<file path="src/design/ye2je_pkg.sv">
// shared types, codes and character tables for the yaml to json escape converter
package ye2je_pkg;

   // input transaction payload
   typedef struct packed {
      logic [7:0] in_byte;
      logic       input_end;
   } req_type;

   // result transaction payload
   typedef struct packed {
      logic [7:0] out_byte;
      logic       last_of_run;
      logic [1:0] error_code;
   } rsp_type;

   // error codes
   localparam logic [1:0] ERR_NONE         = 2'd0;
   localparam logic [1:0] ERR_BAD_TYPE     = 2'd1;
   localparam logic [1:0] ERR_END_OF_INPUT = 2'd2;

   // characters used in the emitted text
   localparam logic [7:0] CHAR_BACKSLASH = 8'h5C;
   localparam logic [7:0] CHAR_LOWER_U   = 8'h75;
   localparam logic [7:0] CHAR_ZERO      = 8'h30;
   localparam logic [7:0] CHAR_NUL       = 8'h00;

   // escape types emitted as themselves
   localparam logic [7:0] TYPE_QUOTE     = 8'h22;
   localparam logic [7:0] TYPE_SLASH     = 8'h2F;
   localparam logic [7:0] TYPE_SPACE     = 8'h20;

   // escape types emitted as backslash plus the type
   localparam logic [7:0] TYPE_BACKSLASH = 8'h5C;
   localparam logic [7:0] TYPE_BACKSPACE = 8'h62;
   localparam logic [7:0] TYPE_FORMFEED  = 8'h66;
   localparam logic [7:0] TYPE_NEWLINE   = 8'h6E;
   localparam logic [7:0] TYPE_RETURN    = 8'h72;
   localparam logic [7:0] TYPE_TAB       = 8'h74;

   // named escape types
   localparam logic [7:0] TYPE_NBSP      = 8'h5F;
   localparam logic [7:0] TYPE_NULL      = 8'h30;
   localparam logic [7:0] TYPE_BELL      = 8'h61;
   localparam logic [7:0] TYPE_ESCAPE    = 8'h65;
   localparam logic [7:0] TYPE_VTAB      = 8'h76;
   localparam logic [7:0] TYPE_LINE_SEP  = 8'h4C;
   localparam logic [7:0] TYPE_NEXT_LINE = 8'h4E;
   localparam logic [7:0] TYPE_PARA_SEP  = 8'h50;

   // escape types that collect raw hex characters
   localparam logic [7:0] TYPE_HEX2      = 8'h78;
   localparam logic [7:0] TYPE_HEX4      = 8'h75;
   localparam logic [7:0] TYPE_HEX8      = 8'h55;

   // collection state of the front end
   typedef enum logic [3:0] {
      PEND_IDLE = 4'b0001,
      PEND_X    = 4'b0010,
      PEND_U    = 4'b0100,
      PEND_WIDE = 4'b1000
   } pend_type;

   // kinds of output job handed from front to back
   typedef enum logic [2:0] {
      JOB_ONE  = 3'd0,   // literal byte
      JOB_TWO  = 3'd1,   // backslash then literal byte
      JOB_HEX2 = 3'd2,   // \u00 then two held chars
      JOB_HEX4 = 3'd3,   // \u then four held chars
      JOB_HEX8 = 3'd4    // two \u escapes of four held chars each
   } job_kind_type;

   typedef struct packed {
      job_kind_type    kind;
      logic [7:0]      lit;
      logic [1:0]      err;
      logic [7:0][7:0] chars;
   } job_type;

   // named escape lookup: hit flag and four hex chars, chars[0] emitted first
   function automatic logic [32:0] named_hex(input logic [7:0] b);
      logic [32:0] r;
      r = '0;
      case (b)
         TYPE_NBSP:      r = {1'b1, 8'h30, 8'h61, 8'h30, 8'h30};   // 00a0
         TYPE_NULL:      r = {1'b1, 8'h30, 8'h30, 8'h30, 8'h30};   // 0000
         TYPE_BELL:      r = {1'b1, 8'h37, 8'h30, 8'h30, 8'h30};   // 0007
         TYPE_ESCAPE:    r = {1'b1, 8'h62, 8'h31, 8'h30, 8'h30};   // 001b
         TYPE_VTAB:      r = {1'b1, 8'h62, 8'h30, 8'h30, 8'h30};   // 000b
         TYPE_LINE_SEP:  r = {1'b1, 8'h38, 8'h32, 8'h30, 8'h32};   // 2028
         TYPE_NEXT_LINE: r = {1'b1, 8'h35, 8'h38, 8'h30, 8'h30};   // 0085
         TYPE_PARA_SEP:  r = {1'b1, 8'h39, 8'h32, 8'h30, 8'h32};   // 2029
         default:        r = '0;
      endcase
      return r;
   endfunction

endpackage

</file>
<file path="src/design/ye2je_front.sv">
// front end: classifies escape type bytes, collects hex chars, issues output jobs
module ye2je_front (
   input  logic               clock,
   input  logic               reset,
   input  logic               accept,
   input  ye2je_pkg::req_type req_data,
   output logic               job_valid,
   output ye2je_pkg::job_type job
);
   import ye2je_pkg::*;

   pend_type    pend_ff, pend_in;
   logic [3:0]  count_ff, count_in;
   logic [7:0]  held_ff [8];
   logic [3:0]  count_next;
   logic [3:0]  need;
   logic [32:0] named;
   logic [7:0]  b;

   assign b          = req_data.in_byte;
   assign count_next = count_ff + 4'd1;
   assign named      = named_hex(b);

   // chars needed to finish the open sequence
   always_comb begin
      case (pend_ff)
         PEND_X:    need = 4'd2;
         PEND_U:    need = 4'd4;
         PEND_WIDE: need = 4'd8;
         default:   need = 4'd0;
      endcase
   end

   // classify the transaction and build the job
   always_comb begin
      pend_in   = pend_ff;
      count_in  = count_ff;
      job_valid = 1'b0;
      job.kind  = JOB_ONE;
      job.lit   = CHAR_NUL;
      job.err   = ERR_NONE;
      for (int i = 0; i < 8; i++) begin
         job.chars[i] = (3'(i) == count_ff[2:0]) ? b : held_ff[i];
      end
      if (accept) begin
         if (pend_ff != PEND_IDLE) begin
            if (req_data.input_end) begin
               pend_in   = PEND_IDLE;
               count_in  = 4'd0;
               job_valid = 1'b1;
               job.err   = ERR_END_OF_INPUT;
            end else if (count_next == need) begin
               pend_in   = PEND_IDLE;
               count_in  = 4'd0;
               job_valid = 1'b1;
               case (pend_ff)
                  PEND_X:  job.kind = JOB_HEX2;
                  PEND_U:  job.kind = JOB_HEX4;
                  default: job.kind = JOB_HEX8;
               endcase
            end else begin
               count_in = count_next;
            end
         end else if (!req_data.input_end) begin
            case (b)
               TYPE_QUOTE, TYPE_SLASH, TYPE_SPACE: begin
                  job_valid = 1'b1;
                  job.lit   = b;
               end
               TYPE_BACKSLASH, TYPE_BACKSPACE, TYPE_FORMFEED, TYPE_NEWLINE,
               TYPE_RETURN, TYPE_TAB: begin
                  job_valid = 1'b1;
                  job.kind  = JOB_TWO;
                  job.lit   = b;
               end
               TYPE_HEX2: begin
                  pend_in  = PEND_X;
                  count_in = 4'd0;
               end
               TYPE_HEX4: begin
                  pend_in  = PEND_U;
                  count_in = 4'd0;
               end
               TYPE_HEX8: begin
                  pend_in  = PEND_WIDE;
                  count_in = 4'd0;
               end
               default: begin
                  job_valid = 1'b1;
                  if (named[32]) begin
                     job.kind = JOB_HEX4;
                     for (int i = 0; i < 4; i++) begin
                        job.chars[i] = named[i*8 +: 8];
                     end
                  end else begin
                     job.err = ERR_BAD_TYPE;
                  end
               end
            endcase
         end
      end
   end

   // control state
   always_ff @(posedge clock) begin
      if (reset) begin
         pend_ff  <= PEND_IDLE;
         count_ff <= 4'd0;
      end else begin
         pend_ff  <= pend_in;
         count_ff <= count_in;
      end
   end

   // held hex chars
   always_ff @(posedge clock) begin
      if (accept && pend_ff != PEND_IDLE && !req_data.input_end) begin
         held_ff[count_ff[2:0]] <= b;
      end
   end

`ifndef SYNTHESIS
   a_idle_count_zero: assert property (@(posedge clock) disable iff (reset)
      pend_ff == PEND_IDLE |-> count_ff == 4'd0)
      else $error("count nonzero while idle");
   a_count_below_need: assert property (@(posedge clock) disable iff (reset)
      pend_ff != PEND_IDLE |-> count_ff < need)
      else $error("collect count reached its limit without a job");
`endif

endmodule

</file>
<file path="src/design/ye2je_queue.sv">
// small job queue between front and back ends
module ye2je_queue #(
   parameter int DEPTH = 2
) (
   input  logic               clock,
   input  logic               reset,
   input  logic               push,
   input  ye2je_pkg::job_type push_job,
   output logic               full,
   input  logic               pop,
   output logic               empty,
   output ye2je_pkg::job_type head
);
   import ye2je_pkg::*;

   localparam int PTR_W = (DEPTH > 1) ? $clog2(DEPTH) : 1;
   localparam int CNT_W = $clog2(DEPTH + 1);

   job_type          slot_ff [DEPTH];
   logic [PTR_W-1:0] wr_ff, wr_in, rd_ff, rd_in;
   logic [CNT_W-1:0] cnt_ff, cnt_in;
   logic             do_push, do_pop;

   assign full    = cnt_ff == CNT_W'(DEPTH);
   assign empty   = cnt_ff == '0;
   assign do_push = push && !full;
   assign do_pop  = pop && !empty;
   assign head    = slot_ff[rd_ff];

   // pointer and count update
   always_comb begin
      wr_in  = wr_ff;
      rd_in  = rd_ff;
      cnt_in = cnt_ff;
      if (do_push) begin
         wr_in = (wr_ff == PTR_W'(DEPTH - 1)) ? '0 : wr_ff + 1'b1;
      end
      if (do_pop) begin
         rd_in = (rd_ff == PTR_W'(DEPTH - 1)) ? '0 : rd_ff + 1'b1;
      end
      if (do_push && !do_pop) begin
         cnt_in = cnt_ff + 1'b1;
      end else if (do_pop && !do_push) begin
         cnt_in = cnt_ff - 1'b1;
      end
   end

   always_ff @(posedge clock) begin
      if (reset) begin
         wr_ff  <= '0;
         rd_ff  <= '0;
         cnt_ff <= '0;
      end else begin
         wr_ff  <= wr_in;
         rd_ff  <= rd_in;
         cnt_ff <= cnt_in;
      end
   end

   // job storage
   always_ff @(posedge clock) begin
      if (do_push) begin
         slot_ff[wr_ff] <= push_job;
      end
   end

`ifndef SYNTHESIS
   a_count_bound: assert property (@(posedge clock) disable iff (reset)
      cnt_ff <= CNT_W'(DEPTH))
      else $error("job queue overfilled");
`endif

endmodule

</file>
<file path="src/design/ye2je_back.sv">
// back end: expands one queued job into result bytes, one per cycle while rsp_pop takes them
module ye2je_back (
   input  logic               clock,
   input  logic               reset,
   input  logic               job_empty,
   input  ye2je_pkg::job_type job,
   output logic               job_pop,
   output logic               rsp_empty,
   input  logic               rsp_pop,
   output ye2je_pkg::rsp_type rsp_data
);
   import ye2je_pkg::*;

   logic [3:0] idx_ff, idx_in;
   logic       out_valid_ff, out_valid_in;
   rsp_type    out_ff;
   rsp_type    gen;
   logic       load;
   logic       half;
   logic [2:0] j;
   logic [1:0] p;

   assign load = !job_empty && (!out_valid_ff || rsp_pop);
   assign half = idx_ff >= 4'd6;
   assign j    = half ? 3'(idx_ff - 4'd6) : idx_ff[2:0];
   assign p    = 2'(j - 3'd2);

   // byte for the current position in the job
   always_comb begin
      gen.error_code  = job.err;
      gen.out_byte    = job.lit;
      gen.last_of_run = 1'b1;
      case (job.kind)
         JOB_ONE: begin
            gen.out_byte    = job.lit;
            gen.last_of_run = 1'b1;
         end
         JOB_TWO: begin
            gen.out_byte    = (idx_ff == 4'd0) ? CHAR_BACKSLASH : job.lit;
            gen.last_of_run = idx_ff == 4'd1;
         end
         JOB_HEX2, JOB_HEX4, JOB_HEX8: begin
            gen.last_of_run = (job.kind == JOB_HEX8) ? idx_ff == 4'd11 : idx_ff == 4'd5;
            if (j == 3'd0) begin
               gen.out_byte = CHAR_BACKSLASH;
            end else if (j == 3'd1) begin
               gen.out_byte = CHAR_LOWER_U;
            end else if (job.kind == JOB_HEX2) begin
               gen.out_byte = p[1] ? job.chars[{2'b00, p[0]}] : CHAR_ZERO;
            end else begin
               gen.out_byte = job.chars[{half, p}];
            end
         end
         default: begin
            gen.out_byte    = job.lit;
            gen.last_of_run = 1'b1;
         end
      endcase
   end

   assign job_pop = load && gen.last_of_run;

   // position counter and output register valid
   always_comb begin
      idx_in       = idx_ff;
      out_valid_in = out_valid_ff;
      if (rsp_pop && out_valid_ff) begin
         out_valid_in = 1'b0;
      end
      if (load) begin
         out_valid_in = 1'b1;
         idx_in       = gen.last_of_run ? 4'd0 : idx_ff + 4'd1;
      end
   end

   always_ff @(posedge clock) begin
      if (reset) begin
         idx_ff       <= 4'd0;
         out_valid_ff <= 1'b0;
      end else begin
         idx_ff       <= idx_in;
         out_valid_ff <= out_valid_in;
      end
   end

   // result payload register
   always_ff @(posedge clock) begin
      if (load) begin
         out_ff <= gen;
      end
   end

   assign rsp_empty = !out_valid_ff;
   assign rsp_data  = out_ff;

`ifndef SYNTHESIS
   a_idx_bound: assert property (@(posedge clock) disable iff (reset)
      idx_ff < 4'd12)
      else $error("job position out of range");
   a_mid_job_head: assert property (@(posedge clock) disable iff (reset)
      idx_ff != 4'd0 |-> !job_empty)
      else $error("job left the queue before its last byte");
   a_error_single: assert property (@(posedge clock) disable iff (reset)
      load && job.err != ERR_NONE |-> gen.last_of_run && idx_ff == 4'd0)
      else $error("error job expanded to more than one byte");
`endif

endmodule

</file>
<file path="src/design/yaml_escape_to_json_escape_top.sv">
// Top level of the yaml to json escape converter: front end, job queue, back end.
// Throughput: one input transaction per cycle while the job queue has room;
// results leave at one byte per cycle while rsp_pop takes them; an escape type
// expands to 1 to 12 result bytes in the back end.
// Path: a job is registered in the queue, then its bytes in the output register.
// Reset: synchronous, active high; clears collect state, queue and output valid.
module yaml_escape_to_json_escape_top #(
   parameter int QUEUE_DEPTH = 2
) (
   input  logic               clock,
   input  logic               reset,
   input  logic               req_push,
   output logic               req_full,
   input  ye2je_pkg::req_type req_data,
   output logic               rsp_empty,
   input  logic               rsp_pop,
   output ye2je_pkg::rsp_type rsp_data
);
   import ye2je_pkg::*;

   logic    accept;
   logic    job_valid;
   job_type job;
   logic    q_full, q_empty, q_pop;
   job_type q_head;

   assign req_full = q_full;
   assign accept   = req_push && !q_full;

   ye2je_front u_front (
      .clock     (clock),
      .reset     (reset),
      .accept    (accept),
      .req_data  (req_data),
      .job_valid (job_valid),
      .job       (job)
   );

   ye2je_queue #(
      .DEPTH (QUEUE_DEPTH)
   ) u_queue (
      .clock    (clock),
      .reset    (reset),
      .push     (job_valid),
      .push_job (job),
      .full     (q_full),
      .pop      (q_pop),
      .empty    (q_empty),
      .head     (q_head)
   );

   ye2je_back u_back (
      .clock     (clock),
      .reset     (reset),
      .job_empty (q_empty),
      .job       (q_head),
      .job_pop   (q_pop),
      .rsp_empty (rsp_empty),
      .rsp_pop   (rsp_pop),
      .rsp_data  (rsp_data)
   );

endmodule
</file>
<file path="config.mk">
export PLATFORM = sky130hd
export DESIGN_NAME = yaml_escape_to_json_escape_top
export DESIGN_NICKNAME = d
export VERILOG_FILES = /design/src/design/ye2je_pkg.sv /design/src/design/ye2je_front.sv /design/src/design/ye2je_queue.sv /design/src/design/ye2je_back.sv /design/src/design/yaml_escape_to_json_escape_top.sv
export SDC_FILE = /design/constraint.sdc
export NUM_CORES = 1
export LEC_CHECK = 0
export BUFFER_PORTS_ARGS = -buffer_cell sky130_fd_sc_hd__buf_2
export CAP_MARGIN = 20
export CORE_ASPECT_RATIO = 0.8
export CORE_UTILIZATION = 31
export CTS_CLUSTER_DIAMETER = 40
export DETAILED_ROUTE_END_ITERATION = 8
export PLACE_DENSITY = 0.55
export SLEW_MARGIN = 20
export SYNTH_ARGS = -nofsm -noshare
export SYNTH_HDL_FRONTEND = slang
export SYNTH_HIERARCHICAL = 1
export SYNTH_SLANG_ARGS = --single-unit
</file>
<file path="constraint.sdc">
create_clock -name clock -period 8.8 [get_ports clock]
set_input_delay 0.44 -clock clock [delete_from_list [all_inputs] [get_ports clock]]
set_output_delay 0.44 -clock clock [all_outputs]
set_load 0.03 [all_outputs]
</file>
# ---- Word-level counts from Yosys, hierarchy flattened
# Memories as Yosys holds them, arrays and structs flattened. A register that Yosys moved wholly into a read port is not among the register bits.
# Index checks and enable logic that the tools add are counted.
dict set report op_classes {
  addsub 8
  n_lt_le_gt_ge 3
  eq_ne 43
  muxes 70
  reduce_logical 33
}
# cell n
set op_table {}
lappend op_table {{$pmux W33 S8} 1}
lappend op_table {{$mux W32} 5}
lappend op_table {{$mux W8} 18}
lappend op_table {{$eq A8 B7 Y1 const B} 16}
lappend op_table {{$mux W4} 10}
lappend op_table {{$eq A8 B6 Y1 const B} 4}
lappend op_table {{$mux W13} 2}
lappend op_table {{$bmux W8 S3} 1}
lappend op_table {{$pmux W4 S3} 2}
lappend op_table {{$mux W1} 18}
lappend op_table {{$pmux W9 S2} 1}
lappend op_table {{$eq A3 B3 Y1 const A} 4}
lappend op_table {{$mux W2} 6}
lappend op_table {{$mux W3} 4}
lappend op_table {{$reduce_or A12 Y1} 1}
lappend op_table {{$reduce_or A6 Y1} 2}
lappend op_table {{$logic_and A1 B1 Y1} 10}
lappend op_table {{$reduce_or A9 Y1} 1}
lappend op_table {{$add A4 B1 Y4 const B} 2}
lappend op_table {{$eq A4 B3 Y1 const B} 2}
lappend op_table {{$eq A4 B4 Y1 const B} 2}
lappend op_table {{$eq A2 B3 Y1 const A} 2}
lappend op_table {{$eq A3 B1 Y1 const B} 2}
lappend op_table {{$eq A3 B2 Y1 const B} 2}
lappend op_table {{other kinds (29)} 39}
dict set report totals {
  ff_bits 28
  ram_bits 218
  inputBits 13
  output_inout_bits 13
  word_cells 169
  n_memories 2
}
# memory words word_bits rd rd_clocked_by_memory_dff write_ports line_no
set mem_list {}
lappend mem_list {u_queue.slot_ff 2 77 1 1 1 ye2je_queue.sv:19} ;# job_type slot_ff [DEPTH];
lappend mem_list {u_front.held_ff 8 8 8 0 1 ye2je_front.sv:14} ;# logic [7:0] held_ff [8];

# ---- Longest topological paths before layout
# Gate-level depths: netlist of the first run.
dict set report depth {
  ltp_word 15
  mapped_depth 15
  mapped_depth_nobuf 13
}

# ---- Hierarchy
# The synthesis of the first run kept the hierarchy.
# mod n_inst cells_per_inst area_per_inst_um2 seq_area_each_um2
set modules_own_cells {}
lappend modules_own_cells {ye2je_queue 1 265 5891.9 4724.5}
lappend modules_own_cells {ye2je_front 1 399 4095.2 2082.0}
lappend modules_own_cells {ye2je_back 1 170 1597.8 430.4}
lappend modules_own_cells {yaml_escape_to_json_escape_top 1 1 13.8 0.0}

# ---- Least setup slack after synthesis of the first run
# Ideal clock, no wire load.
dict set report synth_timing {
  kind {flip-flop to flip-flop}
  from {register u_front.count_ff[2]}
  to {memory u_queue/slot_ff[1][0] in the netlist's numbering, enable pin}
  setup_ps 444
  t_arrival_ps 4009
  required_time_ps 8356
  setup_slack_ps 4347
  stages_incl_launch_ff 12
  n_path_buf 2
  period_less_slack_ps 4453
  cell_sequence {dfxtp_1 -> clkbuf_1 -> inv_1 -> ha_1 -> o221ai_1 -> or3_1 -> clkbuf_1 -> a21oi_1 -> o21a_1 -> inv_1 -> nor2_1 -> and2_1}
}
dict set report synth_via {
  elab_chain_cells 9
}
# item line_no
set synth_rtl {}
lappend synth_rtl {{from (decl)} ye2je_front.sv:13} ;# logic [3:0] count_ff, count_in;
lappend synth_rtl {{from (signal assigned)} ye2je_front.sv:111} ;# count_ff <= count_in;
lappend synth_rtl {{$add A4 B1 Y4} ye2je_front.sv:21} ;# assign count_next = count_ff + 4'd1;
lappend synth_rtl {{$eq A4 B4 Y1} ye2je_front.sv:52} ;# end else if (count_next == need) begin
lappend synth_rtl {{$mux W1} ye2je_front.sv:52}
lappend synth_rtl {{$mux W1} ye2je_front.sv:47} ;# if (req_data.input_end) begin
lappend synth_rtl {{$mux W1} ye2je_front.sv:46} ;# if (pend_ff != PEND_IDLE) begin
lappend synth_rtl {{$mux W1} ye2je_front.sv:45} ;# if (accept) begin
lappend synth_rtl {{net job_valid} yaml_escape_to_json_escape_top.sv:22} ;# logic job_valid;
lappend synth_rtl {{$logic_and A1 B1 Y1} ye2je_queue.sv:26} ;# assign do_push = push && !full;
lappend synth_rtl {{net u_queue.do_push} ye2je_queue.sv:22} ;# logic do_push, do_pop;
lappend synth_rtl {{$mux W1} ye2je_queue.sv:62} ;# if (do_push) begin
lappend synth_rtl {{$mux W1 (not written as such)} ye2je_queue.sv:63} ;# slot_ff[wr_ff] <= push_job;
lappend synth_rtl {{to (decl)} ye2je_queue.sv:19}
# The timed path passes the listed nets, and every way through them passes these cells.

# ---- Worst setup path in the final report of the first run
dict set report layout_timing {
  from {register u_front.count_ff[2]}
  to {memory u_queue/slot_ff[0][32] in the netlist's numbering, enable pin}
}
dict set report layout_via {
  elab_chain_cells 9
}
# item line_no
set layout_rtl {}
lappend layout_rtl {{$add A4 B1 Y4} ye2je_front.sv:21}
lappend layout_rtl {{$eq A4 B4 Y1} ye2je_front.sv:52}
lappend layout_rtl {{$mux W1} ye2je_front.sv:52}
lappend layout_rtl {{$mux W1} ye2je_front.sv:47}
lappend layout_rtl {{$mux W1} ye2je_front.sv:46}
lappend layout_rtl {{$mux W1} ye2je_front.sv:45}
lappend layout_rtl {{net job_valid} yaml_escape_to_json_escape_top.sv:22}
lappend layout_rtl {{$logic_and A1 B1 Y1} ye2je_queue.sv:26}
lappend layout_rtl {{$mux W1} ye2je_queue.sv:62}
lappend layout_rtl {{$mux W1 (not written as such)} ye2je_queue.sv:63}
# The timed path passes the listed nets, and every way through them passes these cells.

==> flow_metrics.tcl, run 1 <==
set metrics [dict create \
    maxCapViolCount 0 \
    cts_buffers 31 \
    synth_mux_area_share_pct 14.81 \
    cp.depth 10 \
    synth_area_leaders "edfxtp_1 (59%), mux2_2 (7.3%), mux2_4 (3.9%)" \
    routabilityCongestion 0.8182 \
    place_ws_ns 4.532 \
    setup_viol 0 \
    fin_nets 867 \
    worst-path-buf-inv 4 \
    yosys.area.top_type "edfxtp_1" \
    die-height_um 175.0 \
    vdd_drop_max_uv 190.1 \
    syn_inst 835 \
    finalWorstPathRequiredPeriod_ns 4.240 \
    io_pins 26 \
    slew_viol_final 0 \
    cts.sink_count 247 \
    setup_slack_ns 4.560 \
    syn_area_per_cell_sq_um 13.89 \
    synth.distinct_cells 77 \
    hold_start "rsp_pop" \
    switching_share_pct 28.49 \
    post_cts.repair.setup_buffers 0 \
    worstReg2RegStart "u_front/count_ff[2]" \
    rsz0062_at_grt "no" \
    grt_use_total_pct 14.37 \
    synth_top_flop_cell "edfxtp_1" \
    h-tree-depth 1 \
    tns_ns 0 \
    io_buffers 25 \
    drive_gt1_share_pct 24.22 \
    syn_area_sq_mm 0.01160 \
    synth-edff-count 229 \
    hold_buffers 0 \
    worst_pin_slew_ns 1.024 \
    clk_path_buf_depth 3 \
    maxSlewHeadroom_pct 31.47 \
    hold_path_class "primary input to register" \
    status "finished clean" \
    async_reset_ff_share_pct 0 \
    core.rowCount 62 \
    synth_top_family_by_area "multiplexers" \
    cp_max_fo 40 \
    clkTransAtPathRegs_ns 0.06 \
    p_leak_nw 4.365 \
    start_util_pct 31.88 \
    vias 6773 \
    clockPowerShare_pct 38.3 \
    drt.antenna.violating_nets 0 \
    syn_nets 859 \
    synth.yosys.warnings 6 \
    seq_power_share_pct 42.6 \
    die_x_um 218.3 \
    clock.fmax_ghz 0.2359 \
    r2r_cells 10 \
    drc_errors 0 \
    synthXorXnorAreaFrac_pct 0.8630 \
    slowest_stage "buf_4" \
    antenna_found_initial 0 \
    synthSimpleGateAreaFrac_pct 9.590 \
    place_hpwl_um 17670 \
    crit_type "register to register" \
    synth_most_common_cell "edfxtp_1" \
    wire_per_inst_um 20.29 \
    clock_latency_ns 0.57 \
    core_sq_mm 0.03638 \
    cpPeakStageDelay_ns 0.62 \
    grt_pass1_vias 6614 \
    power_frac_comb_pct 19.1 \
    worstPathArrival_ns 4.44 \
    worstPathRequired_ns 9.00 \
    yosysTopAreaCellShare_pct 59.29 \
    power.switching_uw 962.6 \
    hold_viol 0 \
    startpoint_type "register" \
    vias_per_cell 5.021 \
    drt_iter0_drc 666 \
    cts_resized 0 \
    synthAdderAreaFrac_pct 1.187 \
    min_path_cells 3 \
    fin_skew_ns 0.01453 \
    wl_um 27370 \
    crit_path_end_kind "register" \
    synth_commonest_cells "edfxtp_1 (229), nand2_1 (76), mux2_2 (75), nor2_1 (43), mux2i_1 (40)" \
    synth_seq_cells 247 \
    period_share_pct 48.18 \
    grt_pass1_wl_um 41230 \
    cts-root-buf "clkbuf_16" \
    crit_start "u_front/count_ff[2]" \
    die-area_sq_mm 0.03820 \
    pwr_density_cell_mw_per_mm2 257.4 \
    synth_compound_area_share_pct 7.810 \
    cts_tree "built" \
    internal_power_mw 2.415 \
    worstPathCellList "inv_1 -> ha_1 -> o221ai_1 -> or3_1 -> a21oi_1 -> o21a_1 -> inv_1 -> or3_1 -> clkinv_2 -> buf_4" \
    grt_max_degree 51 \
    ys_seq_area_share_pct 62.39 \
    grt.overflow.total 0 \
    drt_first_pass_iters 5 \
    syn2layout_area_growth_pct 13.13 \
    critical_path.top_delay_family "buffers and inverters" \
]
## logic make-up after synthesis
group | Yosys count
xor+xnor | 9
other cells | 1
compound gates | 134
mux | 146
buf+inv | 72
simple gates | 215
fa+ha+maj | 11
flops | 247
## final timing paths
check                      endpoint  slack [ns]
max          u_queue/slot_ff[0][32]        4.56
min             u_back/out_valid_ff        0.18
max reg2reg  u_queue/slot_ff[0][32]        4.56
min reg2reg           u_queue/wr_ff        0.50
## cell type report
| cell class | instances | area (sq um) |
|---|---|---|
| Tap cell | 480 | 600.6 |
| Clock buffer | 36 | 794.5 |
| Antenna cell | 2 | 5.005 |
| Clock inverter | 21 | 255.2 |
| Fill cell | 3427 | 23260 |
| Multi-Input combinational cell | 516 | 3993 |
| Inverter | 16 | 61.31 |
| Timing Repair Buffer | 31 | 170.2 |
| Sequential cell | 247 | 7242 |
## state kept, by name (all words and copies together) (netlist names), named ones only
signal,cells
u_back/rsp_data,11
u_queue/wr_ff,1
u_queue/rd_ff,1
u_front/count_ff,4
u_front/pend_ff,4
u_back/out_valid_ff,1
u_queue/cnt_ff,2
u_back/idx_ff,4
u_queue/slot_ff,154
u_front/held_ff,64
## routing by layer
metal  share of wire, %  global-route usage (%)  vias to the layer above
met5                  0                       0                        -
met4                1.6                   2.768                        0
met3                6.5                   2.907                       39
met2                 40                   19.95                      185
met1                 52                   22.73                     3347
li1                   -                       -                     3202
## power groups by stage
stage                     logic (mW)  clock network [mW]  registers (mW)
after floorplan                0.437                   0            1.50
after global placement         0.645                   0            1.46
after detailed placement       0.643                   0            1.47
after CTS                      0.648                1.32            1.44
after global routing           0.689                1.37            1.45
final                          0.647                1.29            1.44
## stage by stage
step           std cells  cell area [sq um]  hold WS, ns  power (mW)  util [%]
4_1_cts             1347              13120       0.1503       3.406     36.05
3_3_place_gp        1290              12060       0.4841       2.108     33.14
3_5_place_dp        1290              12070       0.4865       2.108     33.17
2_1_floorplan        835              11600       0.4516       1.933         -
5_1_grt             1347              13120       0.1654       3.504     36.05
6_report            1349              13120       0.1787       3.378     36.07
## worst min-delay path: stages
cell	delay, ns
buf_2	0.07
nand2b_1	0.12
a21oi_1	0.07
## cell usage in the layout, fill, tap and decap left out, types with 6 or more instances in the layout
| master | synthesis | final |
|---|---|---|
| nand2b_1 | 7 | 7 |
| buf_2 | 7 | 25 |
| dfxtp_1 | 18 | 16 |
| nor3_1 | 14 | 12 |
| inv_6 | 0 | 6 |
| mux2_2 | 75 | 75 |
| o221ai_1 | 7 | 7 |
| ha_1 | 11 | 11 |
| inv_1 | 16 | 15 |
| nor2b_1 | 10 | 9 |
| mux2i_1 | 40 | 40 |
| nand2_1 | 76 | 76 |
| edfxtp_1 | 229 | 229 |
| nor2_1 | 43 | 43 |
| nand3_1 | 11 | 11 |
| mux2_4 | 30 | 30 |
| a21oi_1 | 36 | 36 |
| nand3b_1 | 8 | 8 |
| nor4_1 | 6 | 6 |
| clkbuf_16 | 0 | 31 |
| o22ai_1 | 9 | 9 |
| buf_4 | 9 | 6 |
| o21ai_0 | 27 | 27 |
Note: power is estimated with default switching activity, not from simulation.
==> run 2: changes to the inputs <==
- PLACE_DENSITY: 0.55 -> 0.57
- clock period: 8.8 -> 3.7 ns (I/O delays scaled with it)
==> flow_metrics.tcl, run 2 (synthesis results as in run 1) <==
set metrics [dict create \
    grt_max_degree 61 \
    vias_per_cell 5.097 \
    largest_reg_flops 154 \
    power_frac_comb_pct 19.9 \
    h-tree-depth 1 \
    crit_path_end_kind "register" \
    vdd_drop_max_uv 408.0 \
    post_cts.repair.setup_buffers 0 \
    drc_errors 0 \
    hold_buffers 2 \
    rsz0062_at_grt "no" \
    startpoint_type "register" \
    worstPathCellList "nor2b_2 -> nor2b_4 -> or4b_1 -> or3b_1 -> nand2b_1 -> or4_1 -> nor2b_2 -> buf_12 -> mux2i_1" \
    grt_pass1_wl_um 42360 \
    cts_buffers 30 \
    die-height_um 175.0 \
    syn2layout_area_growth_pct 14.96 \
    r2r_slack_ns 0.40 \
    vias 6958 \
    hold_path_class "primary input to register" \
    cp_max_fo 31 \
    fin_skew_ns 0.01468 \
    clk_path_buf_depth 3 \
    clkTransAtPathRegs_ns 0.06 \
    core.rowCount 62 \
    cts.sink_count 247 \
    fillers 3432 \
    seq_power_share_pct 42.5 \
    clock_latency_ns 0.57 \
    top_register "u_queue/slot_ff" \
    maxCapViolCount 0 \
    grt.overflow.total 0 \
    p_leak_nw 4.460 \
    drive_gt1_share_pct 26.44 \
    worstPathArrival_ns 3.71 \
    slew_viol_final 0 \
    wl_um 28530 \
    seq_area_sq_mm 0.007244 \
    crit_type "register to register" \
    die_x_um 218.3 \
    multi_input_area_sq_mm 0.003998 \
    place_hpwl_um 18300 \
    io_buffers 25 \
    power.switching_mw 2.341 \
    clockPowerShare_pct 37.5 \
    diodes 0 \
    antenna_found_initial 1 \
    cts-root-buf "clkbuf_16" \
    clock.fmax_ghz 0.3030 \
    io_pins 26 \
    core_sq_mm 0.03638 \
    finalWorstPathRequiredPeriod_ns 3.301 \
    period_share_pct 89.21 \
    slowest_stage "or4_1" \
    drt.antenna.violating_nets 0 \
    wire_per_inst_um 20.90 \
    cts_resized 0 \
    drt_first_pass_iters 5 \
    worstPathRequired_ns 4.11 \
    total_power_mw 8.050 \
    drt_iter0_drc 622 \
    switching_share_pct 29.08 \
    worst_pin_slew_ns 0.9402 \
    tns_ns 0 \
    cts_tree "built" \
    fin_nets 885 \
    final_cell_mix "edfxtp_1 (229), nand2_1 (76), mux2_2 (75), nor2_1 (43), mux2i_1 (40)" \
    layout_commonest_cell "edfxtp_1" \
    internal_power_mw 5.709 \
    maxSlewHeadroom_pct 37.09 \
    cp_common_cell "nor2b_2" \
    setup_viol 0 \
    pwr_density_cell_mw_per_mm2 603.7 \
    grt_pass1_vias 6674 \
    grt_use_total_pct 14.94 \
    critical_path.top_delay_family "simple AND/OR/NAND/NOR gates" \
    routabilityCongestion 0.8466 \
    die-area_sq_mm 0.03820 \
    start_util_pct 31.88 \
    hold_viol 0 \
    status "finished clean" \
    worst-path-buf-inv 1 \
    cpPeakStageDelay_ns 0.57 \
]
run 2: metal layers:
layer  share of wire (%)  global-route usage (%)  vias to the layer above
met5                   0                       0                        -
met4                 2.6                   4.254                        0
met3                 7.8                   3.429                       52
met2                  41                   20.65                      264
met1                  49                   22.92                     3410
li1                    -                       -                     3232
run 2: path summary, 6_finish.rpt:
| check | from | endpoint | cells after the start |
|---|---|---|---|
| setup reg to reg | u_queue/cnt_ff[0] | u_queue/slot_ff[0][16] | 9 |
| setup / recovery | u_queue/cnt_ff[0] | u_queue/slot_ff[0][16] | 9 |
| hold reg to reg | u_back/out_valid_ff | u_back/out_valid_ff | 2 |
| hold / removal | reset | u_queue/rd_ff | 2 |
run 2: power groups by stage:
stage / Combinational [mW] / Sequential, mW / Clock, mW
after floorplan: 1.04 / 3.55 / 0
after global placement: 1.60 / 3.48 / 0
after detailed placement: 1.61 / 3.49 / 0
after CTS: 1.62 / 3.43 / 3.06
after global routing: 1.72 / 3.45 / 3.19
final: 1.61 / 3.42 / 3.02
run 2: cell type report:
class,instances,share of cell area (%)
Tap cell,480,4.504
Clock inverter,19,1.642
Clock buffer,37,6.212
Timing Repair Buffer,50,2.853
Inverter,16,0.4786
Sequential cell,247,54.33
Multi-Input combinational cell,516,29.98
run 2: per-stage QoR:
| step | util (%) | worst slack (ns) | instances | instance area [sq um] | hold slack (ns) |
|---|---|---|---|---|---|
| after floorplan | - | 0.03267 | 835 | 11620 | 0.2541 |
| after global placement | 33.72 | 0.4969 | 1307 | 12270 | 0.4914 |
| after detailed placement | 33.72 | 0.4151 | 1307 | 12270 | 0.4920 |
| after CTS | 36.65 | 0.3868 | 1365 | 13330 | 0.03683 |
| after global routing | 36.65 | 0.2006 | 1365 | 13330 | 0.06273 |
| final | 36.65 | 0.3992 | 1365 | 13330 | 0.05177 |
==> run 3: changes to the inputs <==
- ABC_AREA: default -> 1
==> flow_metrics.tcl, run 3 <==
set metrics [dict create \
    syn2layout_area_growth_pct 13.83 \
    synthSimpleGateAreaFrac_pct 17.34 \
    synthXorXnorAreaFrac_pct 0 \
    core.rowCount 63 \
    maxSlewHeadroom_pct 36.47 \
    drt.antenna.violating_nets 0 \
    h-tree-depth 1 \
    worst_pin_slew_ns 0.9494 \
    synth_area_leaders "edfxtp_1 (58%), nand2_1 (9.1%), mux2_2 (4.5%)" \
    yosysTopAreaCellShare_pct 58.32 \
    cts_tree "built" \
    worstPathRequired_ns 3.90 \
    io_pins 26 \
    grt_max_degree 78 \
    synth_mux_area_share_pct 8.563 \
    clkTransAtPathRegs_ns 0.06 \
    drt_iter0_drc 744 \
    setup_slack_ns 0.5675 \
    grt_use_total_pct 15.15 \
    syn_inst 1055 \
    maxCapViolCount 0 \
    clk_path_buf_depth 3 \
    vias 7701 \
    io_buffers 25 \
    worstPathArrival_ns 3.33 \
    grt_pass1_vias 7079 \
    die-area_sq_mm 0.03883 \
    drive_gt1_share_pct 21.51 \
    place_hpwl_um 20190 \
    crit_path_end_kind "register" \
    rsz0062_at_grt "no" \
    synth_seq_cells 247 \
    status "complete, but fails checks" \
    antenna_found_initial 1 \
    slew_viol_final 0 \
    synth_top_family_by_area "simple AND/OR/NAND/NOR gates" \
    cp_max_fo 77 \
    cts-root-buf "clkbuf_16" \
    grt_pass1_wl_um 43900 \
    final_cell_mix "nand2_1 (286), edfxtp_1 (229), inv_1 (77), nor2_1 (77), o21ai_0 (55)" \
    top_register "u_queue/slot_ff" \
    tns_ns 0 \
    syn_area_sq_mm 0.01179 \
    layout_commonest_cell "nand2_1" \
    clock_latency_ns 0.56 \
    syn_area_per_cell_sq_um 11.18 \
    start_util_pct 31.63 \
    final_cells 1598 \
    fin_skew_ns 0.01229 \
    syn_nets 1079 \
    dp.cells 1542 \
    vdd_drop_max_uv 311.0 \
    clock.fmax_ghz 0.3192 \
    synth_compound_area_share_pct 6.123 \
    crit_type "register to register" \
    diodes 0 \
    wl_um 29040 \
    post_cts.repair.setup_buffers 0 \
    cts_buffers 30 \
    fin_nets 1114 \
    routabilityCongestion 0.8736 \
    p_leak_nw 5.224 \
    synthAdderAreaFrac_pct 1.167 \
    drc_errors 6 \
    yosys.area.top_type "edfxtp_1" \
    synth_top_flop_cell "edfxtp_1" \
    violations "DRC" \
    place_ws_ns 0.6385 \
    ys_seq_area_share_pct 61.38 \
    startpoint_type "register" \
    grt.overflow.total 0 \
    largest_reg_flops 154 \
    synth.distinct_cells 39 \
    synth-edff-count 229 \
    synth.yosys.warnings 6 \
    hold_path_class "primary input to register" \
    core_sq_mm 0.03728 \
    period_share_pct 84.66 \
    async_reset_ff_share_pct 0 \
    vias_per_cell 4.819 \
    hold_viol 0 \
    synth_commonest_cells "nand2_1 (286), edfxtp_1 (229), nor2_1 (79), inv_1 (77), o21ai_0 (55)" \
    cts.sink_count 247 \
    drt_first_pass_iters 7 \
    whs_ns 0.006625 \
    finalWorstPathRequiredPeriod_ns 3.132 \
    die-height_um 176.4 \
    pwr_density_cell_mw_per_mm2 695.2 \
    die_x_um 220.1 \
    synth_most_common_cell "nand2_1" \
    setup_viol 0 \
    wire_per_inst_um 18.17 \
]
-- run 3: cell types whose count changed after synthesis, moves of 15 or more --
cell	before	now
nand2_1	76	286
mux2i_1	40	3
mux2_2	75	47
inv_2	0	18
inv_1	16	77
nand3_1	11	36
nor2_1	43	79
clkbuf_1	23	8
o21ai_0	27	55
-- run 3: critical path, cell delays in order (launching register included) --
cell	delay, ns
dfxtp_1	0.49
inv_1	0.18
ha_1	0.35
inv_1	0.08
nand4_1	0.09
nand2_1	0.10
nand3_1	0.08
nand2_1	0.21
nand4_1	0.13
nand2_1	0.13
o21ai_0	0.28
nor2_4	0.20
buf_12	0.36
-- run 3: layout make-up --
cell class	instances	area, sq um
fillers	3651	23860
flip-flops and latches	247	7241
multi-input cells	676	3933
clock buffers	31	775.7
well taps	487	609.3
inverters	96	360.3
repair buffers	39	275.3
clock inverters	22	227.7
-- run 3: kinds of logic (layout without fill, tap and decap cells) --
kind of cell,Yosys count,in the layout
AND/OR/NAND/NOR,464,464
flip-flops,247,247
buffers and inverters,132,188
AO/OA/AOI/OAI,120,120
multiplexers,80,80
adder cells (fa/ha/maj),11,11
other,1,1
-- run 3: path summary, 6_finish.rpt --
kind	startpoint	to	slack, ns	depth (start not counted)
setup / recovery	u_front/count_ff[2]	u_queue/slot_ff[0][31]	0.57	12
hold / removal	req_data[6]	u_front/held_ff[3][5]	0.007	1
setup reg to reg	u_front/count_ff[2]	u_queue/slot_ff[0][31]	0.57	12
hold reg to reg	u_front/pend_ff[1]	u_front/pend_ff[1]	0.52	2
-- run 3: layer usage --
metal | part of all wire [%] | track usage [%]
met5 | 0 | 0
met1 | 52 | 25.15
met4 | 1.4 | 2.672
met3 | 7.9 | 2.860
met2 | 39 | 19.90
-- run 3: repair_timing --
| action | 4_1_cts | 5_1_grt |
|---|---|---|
| gates resized for setup | 0 | 0 |
| hold buffers | 3 | 0 |
| hold endpoints to repair | 3 | 0 |
-- run 3: stage by stage --
step | utilization, % | area, sq um | power (mW)
final | 36.00 | 13420 | 9.331
after global placement | 33.23 | 12390 | 6.457
after detailed placement | 33.23 | 12390 | 6.464
after floorplan | - | 11800 | 5.719
after global routing | 36.00 | 13420 | 9.816
after CTS | 36.00 | 13420 | 9.413
-- run 3: where the power goes --
| group | internal (mW) | leakage [nW] | switching, mW | total [mW] |
|---|---|---|---|---|
| combinational | 0.873 | 2.49 | 1.77 | 2.64 |
| sequential | 3.63 | 2.25 | 0.125 | 3.76 |
| clock | 1.70 | 0.482 | 1.23 | 2.93 |
| total | 6.21 | 5.22 | 3.13 | 9.33 |
